### src/rsl_pkg.sv
// Shared constants, payload types and the square root step of the spotlight block.
package rsl_pkg;

    // Field widths.
    localparam int COORD_BITS  = 12;
    localparam int LUMA_BITS   = 16;
    localparam int CENTER_BITS = 14;
    localparam int CFG_INDEX_W = 4;

    // Configuration register indexes.
    localparam logic [CFG_INDEX_W-1:0] REG_CENTER_X = CFG_INDEX_W'(0);
    localparam logic [CFG_INDEX_W-1:0] REG_CENTER_Y = CFG_INDEX_W'(1);

    // Distance arithmetic. Offsets of 160 or more on either axis are far at once,
    // so the squares only ever see 8-bit offsets.
    localparam int DIFF_W   = ((COORD_BITS > CENTER_BITS) ? COORD_BITS : CENTER_BITS) + 2;
    localparam int ABS_W    = DIFF_W - 1;
    localparam int NEAR_W   = 8;
    localparam int NEAR_LIM = 160;
    localparam int SQR_W    = 2 * NEAR_W;
    localparam int SUM_W    = SQR_W + 1;
    localparam int FAR_SQ   = 25600;
    localparam int SQ_W     = 15;

    // Square root of sq * 2^16: 16 result bits, two per pipeline stage.
    localparam int SQRT_SHIFT      = 16;
    localparam int ROOT_W          = 16;
    localparam int REM_W           = ROOT_W + 1;
    localparam int RAD_W           = 2 * ROOT_W;
    localparam int STEPS_PER_STAGE = 2;
    localparam int SQRT_STAGES     = ROOT_W / STEPS_PER_STAGE;

    // Factor: F = floor((1638400 - 32 * D) / 25), division done by a reciprocal.
    // With m = ceil(2^26 / 25) the error term is 11 / 2^26 per unit of N, which
    // keeps the quotient exact for every N below 2^26 / 11.
    localparam int N_W         = 21;
    localparam int ONE_X25     = 1638400;
    localparam int D_SCALE_SH  = 5;
    localparam int RECIP_SHIFT = 26;
    localparam int RECIP_W     = 22;
    localparam int RECIP_25    = (1 << RECIP_SHIFT) / 25 + 1;
    localparam int NPROD_W     = N_W + RECIP_W;
    localparam int F_W         = 17;
    localparam int FAR_FACTOR  = 13107;
    localparam int Q_FRAC      = 16;
    localparam int LPROD_W     = LUMA_BITS + F_W;

    typedef struct packed {
        logic [LUMA_BITS-1:0] luma;
        logic                 far;
        logic [SQ_W-1:0]      sq;
    } dist_t;

    typedef struct packed {
        logic [LUMA_BITS-1:0] luma;
        logic                 far;
        logic [ROOT_W-1:0]    root;
    } root_t;

    typedef struct packed {
        logic [REM_W-1:0]  rem;
        logic [ROOT_W-1:0] root;
    } sqrt_state_t;

    // One restoring step: bring down two radicand bits, try root*4+1.
    function automatic sqrt_state_t sqrt_step(sqrt_state_t s, logic [1:0] pair);
        logic [REM_W+1:0] cur;
        logic [REM_W+1:0] trial;
        sqrt_state_t      r;
        cur   = {s.rem, pair};
        trial = {1'b0, s.root, 2'b01};
        if (cur >= trial)
        begin
            r.rem  = REM_W'(cur - trial);
            r.root = {s.root[ROOT_W-2:0], 1'b1};
        end
        else
        begin
            r.rem  = REM_W'(cur);
            r.root = {s.root[ROOT_W-2:0], 1'b0};
        end
        return r;
    endfunction

endpackage

### src/rsl_dist.sv
// Three-stage front end: offsets from the center, squares, and the squared distance.
module rsl_dist (
    input  logic                               clk,
    input  logic                               rst_n,
    input  logic signed [rsl_pkg::CENTER_BITS-1:0] center_x,
    input  logic signed [rsl_pkg::CENTER_BITS-1:0] center_y,
    input  logic                               in_valid,
    output logic                               in_ready,
    input  logic [rsl_pkg::COORD_BITS-1:0]     pixel_x,
    input  logic [rsl_pkg::COORD_BITS-1:0]     pixel_y,
    input  logic [rsl_pkg::LUMA_BITS-1:0]      luma_in,
    output logic                               out_valid,
    input  logic                               out_ready,
    output rsl_pkg::dist_t                     out_data
);

    localparam int DW = rsl_pkg::DIFF_W;
    localparam int AW = rsl_pkg::ABS_W;
    localparam int NW = rsl_pkg::NEAR_W;

    logic v1_reg, v2_reg, v3_reg;
    logic rdy1, rdy2, rdy3;

    // Stage 1 registers.
    logic [AW-1:0]                  dx_reg, dy_reg;
    logic [rsl_pkg::LUMA_BITS-1:0]  luma1_reg;
    // Stage 2 registers.
    logic [rsl_pkg::SQR_W-1:0]      sqx_reg, sqy_reg;
    logic                           far2_reg;
    logic [rsl_pkg::LUMA_BITS-1:0]  luma2_reg;
    // Stage 3 registers.
    rsl_pkg::dist_t                 d3_reg;

    logic signed [DW-1:0]           px_ext, py_ext, cx_ext, cy_ext, diff_x, diff_y;
    logic [AW-1:0]                  dx_next, dy_next;
    logic [rsl_pkg::SQR_W-1:0]      sqx_next, sqy_next;
    logic                           far2_next;
    logic [rsl_pkg::SUM_W-1:0]      sum;
    rsl_pkg::dist_t                 d3_next;

    assign rdy3     = !v3_reg || out_ready;
    assign rdy2     = !v2_reg || rdy3;
    assign rdy1     = !v1_reg || rdy2;
    assign in_ready = rdy1;

    always_comb
    begin
        px_ext  = signed'({{(DW-rsl_pkg::COORD_BITS){1'b0}}, pixel_x});
        py_ext  = signed'({{(DW-rsl_pkg::COORD_BITS){1'b0}}, pixel_y});
        cx_ext  = {{(DW-rsl_pkg::CENTER_BITS){center_x[rsl_pkg::CENTER_BITS-1]}}, center_x};
        cy_ext  = {{(DW-rsl_pkg::CENTER_BITS){center_y[rsl_pkg::CENTER_BITS-1]}}, center_y};
        diff_x  = px_ext - cx_ext;
        diff_y  = py_ext - cy_ext;
        dx_next = diff_x[DW-1] ? AW'(-diff_x) : AW'(diff_x);
        dy_next = diff_y[DW-1] ? AW'(-diff_y) : AW'(diff_y);
    end

    always_comb
    begin
        far2_next = (dx_reg >= AW'(rsl_pkg::NEAR_LIM)) || (dy_reg >= AW'(rsl_pkg::NEAR_LIM));
        sqx_next  = rsl_pkg::SQR_W'(dx_reg[NW-1:0]) * rsl_pkg::SQR_W'(dx_reg[NW-1:0]);
        sqy_next  = rsl_pkg::SQR_W'(dy_reg[NW-1:0]) * rsl_pkg::SQR_W'(dy_reg[NW-1:0]);
    end

    always_comb
    begin
        sum          = rsl_pkg::SUM_W'(sqx_reg) + rsl_pkg::SUM_W'(sqy_reg);
        d3_next.luma = luma2_reg;
        d3_next.far  = far2_reg || (sum >= rsl_pkg::SUM_W'(rsl_pkg::FAR_SQ));
        d3_next.sq   = d3_next.far ? '0 : sum[rsl_pkg::SQ_W-1:0];
    end

    always_ff @(posedge clk or negedge rst_n)
    begin
        if (!rst_n)
        begin
            v1_reg <= 1'b0;
            v2_reg <= 1'b0;
            v3_reg <= 1'b0;
        end
        else
        begin
            if (rdy1)
                v1_reg <= in_valid;
            if (rdy2)
                v2_reg <= v1_reg;
            if (rdy3)
                v3_reg <= v2_reg;
        end
    end

    always_ff @(posedge clk)
    begin
        if (rdy1)
        begin
            dx_reg    <= dx_next;
            dy_reg    <= dy_next;
            luma1_reg <= luma_in;
        end
        if (rdy2)
        begin
            sqx_reg   <= sqx_next;
            sqy_reg   <= sqy_next;
            far2_reg  <= far2_next;
            luma2_reg <= luma1_reg;
        end
        if (rdy3)
            d3_reg <= d3_next;
    end

    assign out_valid = v3_reg;
    assign out_data  = d3_reg;

endmodule

### src/rsl_sqrt.sv
// Pipelined integer square root of sq * 2^16, two result bits per stage.
module rsl_sqrt (
    input  logic           clk,
    input  logic           rst_n,
    input  logic           in_valid,
    output logic           in_ready,
    input  rsl_pkg::dist_t in_data,
    output logic           out_valid,
    input  logic           out_ready,
    output rsl_pkg::root_t out_data
);

    localparam int NS   = rsl_pkg::SQRT_STAGES;
    localparam int LAST = NS - 1;

    logic                 vld_reg [NS];
    logic                 rdy     [NS];
    rsl_pkg::dist_t       dat_reg [NS];
    rsl_pkg::sqrt_state_t st_reg  [NS];

    genvar j;
    generate
        for (j = 0; j < NS; j++)
        begin : g_stage
            localparam int HI_STEP = rsl_pkg::ROOT_W - 1 - rsl_pkg::STEPS_PER_STAGE * j;

            logic                         src_valid;
            rsl_pkg::dist_t               src_dat;
            rsl_pkg::sqrt_state_t         src_st;
            rsl_pkg::sqrt_state_t         mid;
            rsl_pkg::sqrt_state_t         st_next;
            logic [rsl_pkg::RAD_W-1:0]    rad;

            if (j == 0)
            begin : g_first
                assign src_valid = in_valid;
                assign src_dat   = in_data;
                assign src_st    = '0;
            end
            else
            begin : g_rest
                assign src_valid = vld_reg[j-1];
                assign src_dat   = dat_reg[j-1];
                assign src_st    = st_reg[j-1];
            end

            if (j == LAST)
            begin : g_tail
                assign rdy[j] = !vld_reg[j] || out_ready;
            end
            else
            begin : g_body
                assign rdy[j] = !vld_reg[j] || rdy[j+1];
            end

            always_comb
            begin
                rad     = rsl_pkg::RAD_W'(src_dat.sq) << rsl_pkg::SQRT_SHIFT;
                mid     = rsl_pkg::sqrt_step(src_st, rad[2*HI_STEP+1 -: 2]);
                st_next = rsl_pkg::sqrt_step(mid, rad[2*HI_STEP-1 -: 2]);
            end

            always_ff @(posedge clk or negedge rst_n)
            begin
                if (!rst_n)
                    vld_reg[j] <= 1'b0;
                else if (rdy[j])
                    vld_reg[j] <= src_valid;
            end

            always_ff @(posedge clk)
            begin
                if (rdy[j])
                begin
                    dat_reg[j] <= src_dat;
                    st_reg[j]  <= st_next;
                end
            end
        end
    endgenerate

    assign in_ready       = rdy[0];
    assign out_valid      = vld_reg[LAST];
    assign out_data.luma  = dat_reg[LAST].luma;
    assign out_data.far   = dat_reg[LAST].far;
    assign out_data.root  = st_reg[LAST].root;

endmodule

### src/rsl_scale.sv
// Two-stage back end: falloff factor by reciprocal multiply, then luminance scaling.
module rsl_scale (
    input  logic                          clk,
    input  logic                          rst_n,
    input  logic                          in_valid,
    output logic                          in_ready,
    input  rsl_pkg::root_t                in_data,
    output logic                          out_valid,
    input  logic                          out_ready,
    output logic [rsl_pkg::LUMA_BITS-1:0] luma_out
);

    logic va_reg, vb_reg;
    logic rdya, rdyb;

    logic [rsl_pkg::NPROD_W-1:0]   nprod_reg, nprod_next;
    logic [rsl_pkg::LUMA_BITS-1:0] lumaa_reg;
    logic                          fara_reg;
    logic [rsl_pkg::LPROD_W-1:0]   lprod_reg, lprod_next;
    logic [rsl_pkg::N_W-1:0]       numer;
    logic [rsl_pkg::F_W-1:0]       factor;

    assign rdyb     = !vb_reg || out_ready;
    assign rdya     = !va_reg || rdyb;
    assign in_ready = rdya;

    always_comb
    begin
        numer      = rsl_pkg::N_W'(rsl_pkg::ONE_X25)
                   - {in_data.root, {rsl_pkg::D_SCALE_SH{1'b0}}};
        nprod_next = rsl_pkg::NPROD_W'(numer)
                   * rsl_pkg::NPROD_W'(rsl_pkg::RECIP_25);
    end

    always_comb
    begin
        factor     = fara_reg ? rsl_pkg::F_W'(rsl_pkg::FAR_FACTOR)
                              : nprod_reg[rsl_pkg::RECIP_SHIFT +: rsl_pkg::F_W];
        lprod_next = rsl_pkg::LPROD_W'(lumaa_reg) * rsl_pkg::LPROD_W'(factor);
    end

    always_ff @(posedge clk or negedge rst_n)
    begin
        if (!rst_n)
        begin
            va_reg <= 1'b0;
            vb_reg <= 1'b0;
        end
        else
        begin
            if (rdya)
                va_reg <= in_valid;
            if (rdyb)
                vb_reg <= va_reg;
        end
    end

    always_ff @(posedge clk)
    begin
        if (rdya)
        begin
            nprod_reg <= nprod_next;
            lumaa_reg <= in_data.luma;
            fara_reg  <= in_data.far;
        end
        if (rdyb)
            lprod_reg <= lprod_next;
    end

    assign out_valid = vb_reg;
    assign luma_out  = lprod_reg[rsl_pkg::Q_FRAC +: rsl_pkg::LUMA_BITS];

endmodule

### src/radial_spotlight_luminance.sv
// Top level of the radial spotlight luminance block: registers, pipeline and checks.
//
//  channel | signals                                      | direction
//  --------+----------------------------------------------+----------
//  in      | in_valid, in_ready, pixel_x, pixel_y, luma_in | pixel in
//  out     | out_valid, out_ready, luma_out               | result out
//  cfg     | cfg_valid, cfg_ready, cfg_index, cfg_data    | register write
//
// One pixel is taken per clock unless the pipeline is stalled. The pipeline holds
// three stages of distance arithmetic, eight square root stages of two result
// bits each, and two stages for the factor multiply and the luminance multiply.
// Reset (rst_n low, asynchronous) empties the pipeline and sets the center to 0.
// Each stage holds its item while the stage after it is full and stalled; ready
// ripples back only through full stages, so bubbles are filled during a stall.
// The configuration channel is always ready; a write to an unknown index is dropped.
//
// The luminance of each pixel is scaled by a falloff factor that depends on its
// Euclidean distance from the configured center. A squared distance of 25600 or
// more gives the fixed factor 0.2; closer pixels get 1 - 0.005 * distance, with
// the distance taken as a Q8.8 truncated square root and the factor in Q1.16.
module radial_spotlight_luminance (
    input  logic                                   clk,
    input  logic                                   rst_n,
    input  logic                                   cfg_valid,
    output logic                                   cfg_ready,
    input  logic [rsl_pkg::CFG_INDEX_W-1:0]        cfg_index,
    input  logic [rsl_pkg::CENTER_BITS-1:0]        cfg_data,
    input  logic                                   in_valid,
    output logic                                   in_ready,
    input  logic [rsl_pkg::COORD_BITS-1:0]         pixel_x,
    input  logic [rsl_pkg::COORD_BITS-1:0]         pixel_y,
    input  logic [rsl_pkg::LUMA_BITS-1:0]          luma_in,
    output logic                                   out_valid,
    input  logic                                   out_ready,
    output logic [rsl_pkg::LUMA_BITS-1:0]          luma_out
);

    logic signed [rsl_pkg::CENTER_BITS-1:0] center_x_reg, center_x_next;
    logic signed [rsl_pkg::CENTER_BITS-1:0] center_y_reg, center_y_next;

    logic           dist_valid, dist_ready;
    rsl_pkg::dist_t dist_data;
    logic           root_valid, root_ready;
    rsl_pkg::root_t root_data;

    // Configuration writes go straight into the center registers, so the channel never stalls.
    assign cfg_ready = 1'b1;

    always_comb
    begin
        center_x_next = center_x_reg;
        center_y_next = center_y_reg;
        if (cfg_valid)
        begin
            unique case (cfg_index)
                rsl_pkg::REG_CENTER_X: center_x_next = signed'(cfg_data);
                rsl_pkg::REG_CENTER_Y: center_y_next = signed'(cfg_data);
                default:               ;
            endcase
        end
    end

    always_ff @(posedge clk or negedge rst_n)
    begin
        if (!rst_n)
        begin
            center_x_reg <= '0;
            center_y_reg <= '0;
        end
        else
        begin
            center_x_reg <= center_x_next;
            center_y_reg <= center_y_next;
        end
    end

    // Offsets, squares and the far test.
    rsl_dist u_dist (
        .clk       (clk),
        .rst_n     (rst_n),
        .center_x  (center_x_reg),
        .center_y  (center_y_reg),
        .in_valid  (in_valid),
        .in_ready  (in_ready),
        .pixel_x   (pixel_x),
        .pixel_y   (pixel_y),
        .luma_in   (luma_in),
        .out_valid (dist_valid),
        .out_ready (dist_ready),
        .out_data  (dist_data)
    );

    // Distance in Q8.8.
    rsl_sqrt u_sqrt (
        .clk       (clk),
        .rst_n     (rst_n),
        .in_valid  (dist_valid),
        .in_ready  (dist_ready),
        .in_data   (dist_data),
        .out_valid (root_valid),
        .out_ready (root_ready),
        .out_data  (root_data)
    );

    // Factor and scaled luminance; its last register drives the output port.
    rsl_scale u_scale (
        .clk       (clk),
        .rst_n     (rst_n),
        .in_valid  (root_valid),
        .in_ready  (root_ready),
        .in_data   (root_data),
        .out_valid (out_valid),
        .out_ready (out_ready),
        .luma_out  (luma_out)
    );

`ifndef SYNTHESIS
    // A near item leaving the front end must have a squared distance below the limit.
    assert property (@(posedge clk) disable iff (!rst_n)
        dist_valid && !dist_data.far |-> dist_data.sq < rsl_pkg::SQ_W'(rsl_pkg::FAR_SQ))
    else $error("near item with squared distance past the far limit");

    // The root of a near item stays below 160 in Q8.8.
    assert property (@(posedge clk) disable iff (!rst_n)
        root_valid && !root_data.far |-> root_data.root < rsl_pkg::ROOT_W'(40960))
    else $error("square root out of range for a near item");

    // An item stalled between the front end and the root pipeline holds still.
    assert property (@(posedge clk) disable iff (!rst_n)
        dist_valid && !dist_ready |=> dist_valid && $stable(dist_data))
    else $error("stalled distance item changed or vanished");

    // The same between the root pipeline and the scaler.
    assert property (@(posedge clk) disable iff (!rst_n)
        root_valid && !root_ready |=> root_valid && $stable(root_data))
    else $error("stalled root item changed or vanished");
`endif

endmodule
### config.mk
export PLATFORM = sky130hd
export DESIGN_NAME = radial_spotlight_luminance
export DESIGN_NICKNAME = d
export VERILOG_FILES = /design/src/rsl_pkg.sv /design/src/rsl_dist.sv /design/src/rsl_sqrt.sv /design/src/rsl_scale.sv /design/src/radial_spotlight_luminance.sv
export SDC_FILE = /design/constraint.sdc
export NUM_CORES = 2
export LEC_CHECK = 0
export BUFFER_PORTS_ARGS = -buffer_cell sky130_fd_sc_hd__buf_2
export CAP_MARGIN = 30
export CORE_MARGIN = 5
export CORE_UTILIZATION = 35
export CTS_CLUSTER_DIAMETER = 30
export DETAILED_ROUTE_END_ITERATION = 10
export HOLD_SLACK_MARGIN = 0.05
export MAX_ROUTING_LAYER = met4
export PLACE_DENSITY = 0.56
export RECOVER_POWER = 100
export SYNTH_ARGS = -nofsm -noshare
export SYNTH_HDL_FRONTEND = slang
export SYNTH_HIERARCHICAL = 1
export SYNTH_SLANG_ARGS = --single-unit
### constraint.sdc
create_clock -name clk -period 11 [get_ports clk]
set_input_delay 1.1 -clock clk [delete_from_list [all_inputs] [get_ports clk]]
set_output_delay 1.1 -clock clk [all_outputs]
set_load 0.01 [all_outputs]
# Yosys cells after proc, flatten, opt, wreduce, memory -nomap -nowiden
# Memories as Yosys holds them, arrays and structs flattened. A register that Yosys moved wholly into a read port is not among the register bits.
# Index checks and enable logic that the tools add are counted.
[word_totals] out_inout_bits=19 mem_bits_rw=520 memories=2 wordCells=141 ff_bits=243 inputBits=63
[op_classes] mux=35 eq_ne=1 order_cmp=19 n_reduce_logical=31 n_addsub=22 multipliers=4
[memory_table] memory="u_sqrt.st_reg" depth=8 word_bits=33 read_ports=8 rd_ports_with_merged_regs=0 write_ports=8 line="rsl_sqrt.sv:19" rtl="rsl_pkg::sqrt_state_t st_reg [NS];"
[memory_table] memory="u_sqrt.dat_reg" depth=8 word_bits=32 read_ports=8 rd_ports_with_merged_regs=1 write_ports=8 line="rsl_sqrt.sv:18" rtl="rsl_pkg::dist_t dat_reg [NS];"
[ops] cell="$mux W33" count=16
[ops] cell="$ge A19 B18 Y1" count=15
[ops] cell="$sub A17 B17 Y17" count=15
[ops] cell="$mul A21 B22 Y43 const B" count=1
[ops] cell="$mul A16 B17 Y32" count=1
[ops] cell="$mul A8 B8 Y16" count=2
[ops] cell="$ge A15 B8 Y1 const B" count=2
[ops] cell="$mux W15" count=2
[ops] cell="$neg A15 Y15" count=2
[ops] cell="$sub A13 B14 Y15" count=2
[ops] cell="$sub A21 B21 Y21 const A" count=1
[ops] cell="$add A16 B16 Y17" count=1
[ops] cell="$ge A17 B15 Y1 const B" count=1
[ops] cell="$mux W17" count=1
[ops] cell="$mux W1" count=16
[ops] cell="$logic_or A1 B1 Y1" count=15
[ops] cell="$logic_not A1 Y1" count=13
[ops] cell="$eq A4 B1 Y1 const B" count=1
[ops] cell="$logic_not A4 Y1" count=1
[ops] cell="$reduce_and A2 Y1" count=2
[ops] cell="$sub A1 B1 Y2 const B" count=1
[ops] cell="$ge A1 B1 Y1 const B" count=1

# Depth between registers and ports, before layout
[depth] word_depth=14 ltp_mapped=31

# Hierarchy
# The synthesis kept the hierarchy.
[by_module_without_submodules] mod="rsl_sqrt" instances=1 area_per_inst_um2=18721.7 cells_per_inst=1550
[by_module_without_submodules] mod="rsl_scale" instances=1 area_per_inst_um2=16384.5 cells_per_inst=1694
[by_module_without_submodules] mod="rsl_dist" instances=1 area_per_inst_um2=9887.0 cells_per_inst=929
[by_module_without_submodules] mod="radial_spotlight_luminance" instances=1 area_per_inst_um2=1132.3 cells_per_inst=64

# Worst setup path after synthesis
# No wires, ideal clock.
[synth_timing] path_kind="input to output" from="input out_ready" to="output in_ready" setup_slack_ps=1556 required_ps=9900 arrival_time_ps=8344 path_buffers=0 path_stages=8 cell_sequence="nand3b_1 -> nor2b_1 -> nand3_1 -> nor2_1 -> nand3_1 -> inv_1 -> nand3_1 -> nand4b_1"
[synth_lines] element="start, declared" line="radial_spotlight_luminance.sv:34" rtl="input logic out_ready,"
[synth_lines] element="end, declared" line="radial_spotlight_luminance.sv:29" rtl="output logic in_ready,"

==> parameters.txt <==
Parameter                              Value

Die
  Vertical die dimension    373 microns
  Horizontal extent of the die    373 microns
  Row cnt    133
  Area of the core    131000 sq um
  Area of the die    139000 sq um
  # IOs    82
  Initial standard-cell utilization of the core    35.1%

Run status
  Violated checks    capacitance limit, slew limit
  Run status    complete, but fails checks

Clock tree
  TritonCTS clock tree    yes
  Number of gates given a new drive strength after cts    0
  Hold_buf cts    0
  Count of buffers added by post-CTS timing repair for setup    0
  CTS root buf    clkbuf_16
  Largest buffer count on any clock path    3
  Worst-Skew Late Latency    720 ps
  Clock-pin slew on the worst setup and hold paths    50 ps
  CTS sink cnt    552
  CTS buffer count    121
  Max H-tree Level    3

Setup path
  Crit path from    u_sqrt/st_reg[1][101]
  CP Buf/Inv Count    6
  Worst reg2reg path startpoint    u_sqrt/st_reg[1][101]
  Required time of the critical path    11450 ps
  Critical Path End Type    flop
  Crit path kind    flop to flop
  Largest incremental delay on the critical path    570 ps
  Master of the slowest instance on the critical path    or4b_2
  Dominant cell type by count on the critical path    inv_1
  Crit path max fanout    6
  Arrival time at the worst endpoint    9300 ps
  Type of element launching the critical path    flop
  Crit path max-delay family    adder cells

GRT
  Initial antenna violation count    3
  Overflow left after global routing    0
  Pin count of the biggest net entering global routing    49
  Wire length of the first global-routing pass    164000 microns
  All-layer global routing usage    14.8%
  Number of global-route vias before repair    31180

Synthesis
  Primary FF master, synth    edfxtp_1
  Mean instance size in the synthesized netlist    10.9 sq um
  Fraction of synthesis flops using an asynchronous set or reset pin    7.43%
  Synth cell types    119
  Sequential element share of the synthesized area    35.5%
  Number of flip-flops and latches in the synthesized netlist    552
  Count of warnings emitted by yosys    6
  Cell count after synthesis    4237
  Number of synthesized flops with an enable pin    511
  Total standard cell area after synthesis    46100 sq um

Drt
  Total DRC errors in the routed layout    0
  Via count    30072
  First-pass detailed-route iteration total    5
  Post-route ant nets    0
  Detailed router's first-iteration violation count    1687
  Total length of routed wires    99100 microns
  Routed len/inst    15.9 microns
  Via density per instance    4.84

Timing
  Worst-margin pin slew    2800 ps
  Layout Skew    87.0 ps
  Setup TNS after final layout    0 ps
  Number of hold violations in the final report    0
  Number of failing setup endpoints in the final timing report    0
  Unrepaired setup endpoints after global routing    false
  Min Tclk post-route    8850 ps
  Relative max-transition margin    -87.0%
  Max-slew violations    549
  Final period utilization    80.5%
  Highest achievable clock rate    0.113 GHz

Hold path
  Kind of path behind the tightest hold check    flop to flop
  Hold Startpoint    u_sqrt/dat_reg[0][127]

Placement
  Port-buffer cells    80
  HPWL after DPL    77300 microns
  Gpl congestion    0.845

Job
  Max-cap check violation count    16

Cells and area
  Synth-to-layout area growth    13.9%
  Fraction of final layout cells with drive strength greater than 1    9.33%
  Total number of nets in the final design    5307
-- worst register-to-register path, delay by kind of cell (launching register included) --
family | cells | cell delay, ps
fa+ha+maj | 8 | 3330
flops | 1 | 460
xor+xnor | 2 | 410
simple gates | 6 | 1880
buf+inv | 6 | 630
compound gates | 7 | 1870
-- cell usage after synthesis (all sizes together) (21+ instances only) --
cell,count,share of area (%)
nor2b,57,0.79
o21ai,127,1.4
nand4,21,0.30
o31ai,21,0.42
xnor2,175,3.4
o211ai,21,0.34
o21a,41,0.67
nor4,33,0.49
or2,36,0.49
nand2,339,2.8
dfrtp,41,2.2
fa,372,16
inv,667,5.4
clkbuf,70,0.57
buf,42,0.61
and2,127,1.7
nor3,60,0.68
nand2b,37,0.53
nor2,192,1.6
a21oi,159,1.7
ha,514,14
a21o,53,0.86
xor2,77,1.5
mux2,77,2.0
or3,25,0.35
edfxtp,511,33
nand3,67,0.74
a31oi,22,0.30
-- placed cells by master (no fill, tap or decap), types with 16 or more instances in the layout --
cell	instances
clkbuf_1	47
nand4_1	20
clkbuf_16	121
edfxtp_1	511
nand3_1	66
and2_1	123
or3_1	25
mux2_2	61
nand2b_1	35
and3_1	20
buf_2	60
mux2i_1	17
a21oi_1	158
xor2_1	77
a21o_1	53
nor3_1	59
xnor2_1	173
fa_1	372
o21bai_1	20
a211oi_1	19
or2_2	32
clkinv_4	20
o31ai_1	18
nor2_1	190
o21a_1	40
o211ai_1	21
inv_1	665
a31oi_1	22
bufinv_16	21
nand2_1	335
nor4_1	32
mux2_1	16
o21ai_0	120
nor2b_1	51
dfrtp_1	41
ha_1	514
-- layout make-up --
cell class | instances | area (sq um)
timing repair buffer | 109 | 546
inverter | 669 | 2510
tap | 1755 | 2200
sequential | 552 | 16400
clock inverter | 95 | 1280
fill | 12762 | 78800
antenna | 1 | 2.50
clock buffer | 131 | 3080
multi-input combinational | 2905 | 26600
-- kinds of logic (layout without fill, tap and decap cells) --
group / count (synthesis) / after routing / share of synthesized area, %
flops: 552 / 552 / 35.5
mux: 94 / 94 / 2.35
xor+xnor: 252 / 252 / 4.84
buf+inv: 781 / 1004 / 6.62
fa+ha+maj: 886 / 886 / 30.1
compound gates: 590 / 590 / 8.59
simple gates: 1080 / 1080 / 12.0
other cells: 2 / 4 / 0.0163
-- per-layer routing --
metal  wire (microns)  track usage, %  vias up  share of wire, %
met4             2170            4.23        0               2.2
met5                0               -        -                 0
met2            47400            24.0      534                48
met3             4510            2.81      141               4.6
met1            45000            19.0    14672                45
li1                 -               -    14725                 -
-- through the flow --
| stage | cell area, sq um | worst slack [ps] | cells | util (%) | hold WS, ps |
|---|---|---|---|---|---|
| 2_1_floorplan | 46100 | 1560 | 4238 | - | 400 |
| 3_3_place_gp | 48400 | 2290 | 5986 | 36.9 | 400 |
| 3_5_place_dp | 48400 | 2160 | 5988 | 36.9 | 405 |
| 4_1_cts | 52800 | 2120 | 6214 | 40.2 | 354 |
| 5_1_grt | 52500 | 1450 | 6217 | 40.0 | 368 |
| 6_report | 52500 | 2150 | 6217 | 40.0 | 363 |
-- final timing paths --
check                                                    to  slack (ps)  depth (start not counted)
worst min register to register        u_sqrt/dat_reg[1][31]         360                          0
worst max-delay path                  u_scale/nprod_reg[41]        2150                         29
min in group asynchronous                   center_x_reg[1]        1380                          2
max in group asynchronous       u_sqrt/g_stage[7].src_valid        8000                          2
worst max register to register        u_scale/nprod_reg[41]        2150                         29
worst min-delay path                  u_sqrt/dat_reg[1][31]         360                          0
Power is left out: the tool's default activity adds up to more than one toggle a clock period on the data nets, which glitch-free logic cannot reach.
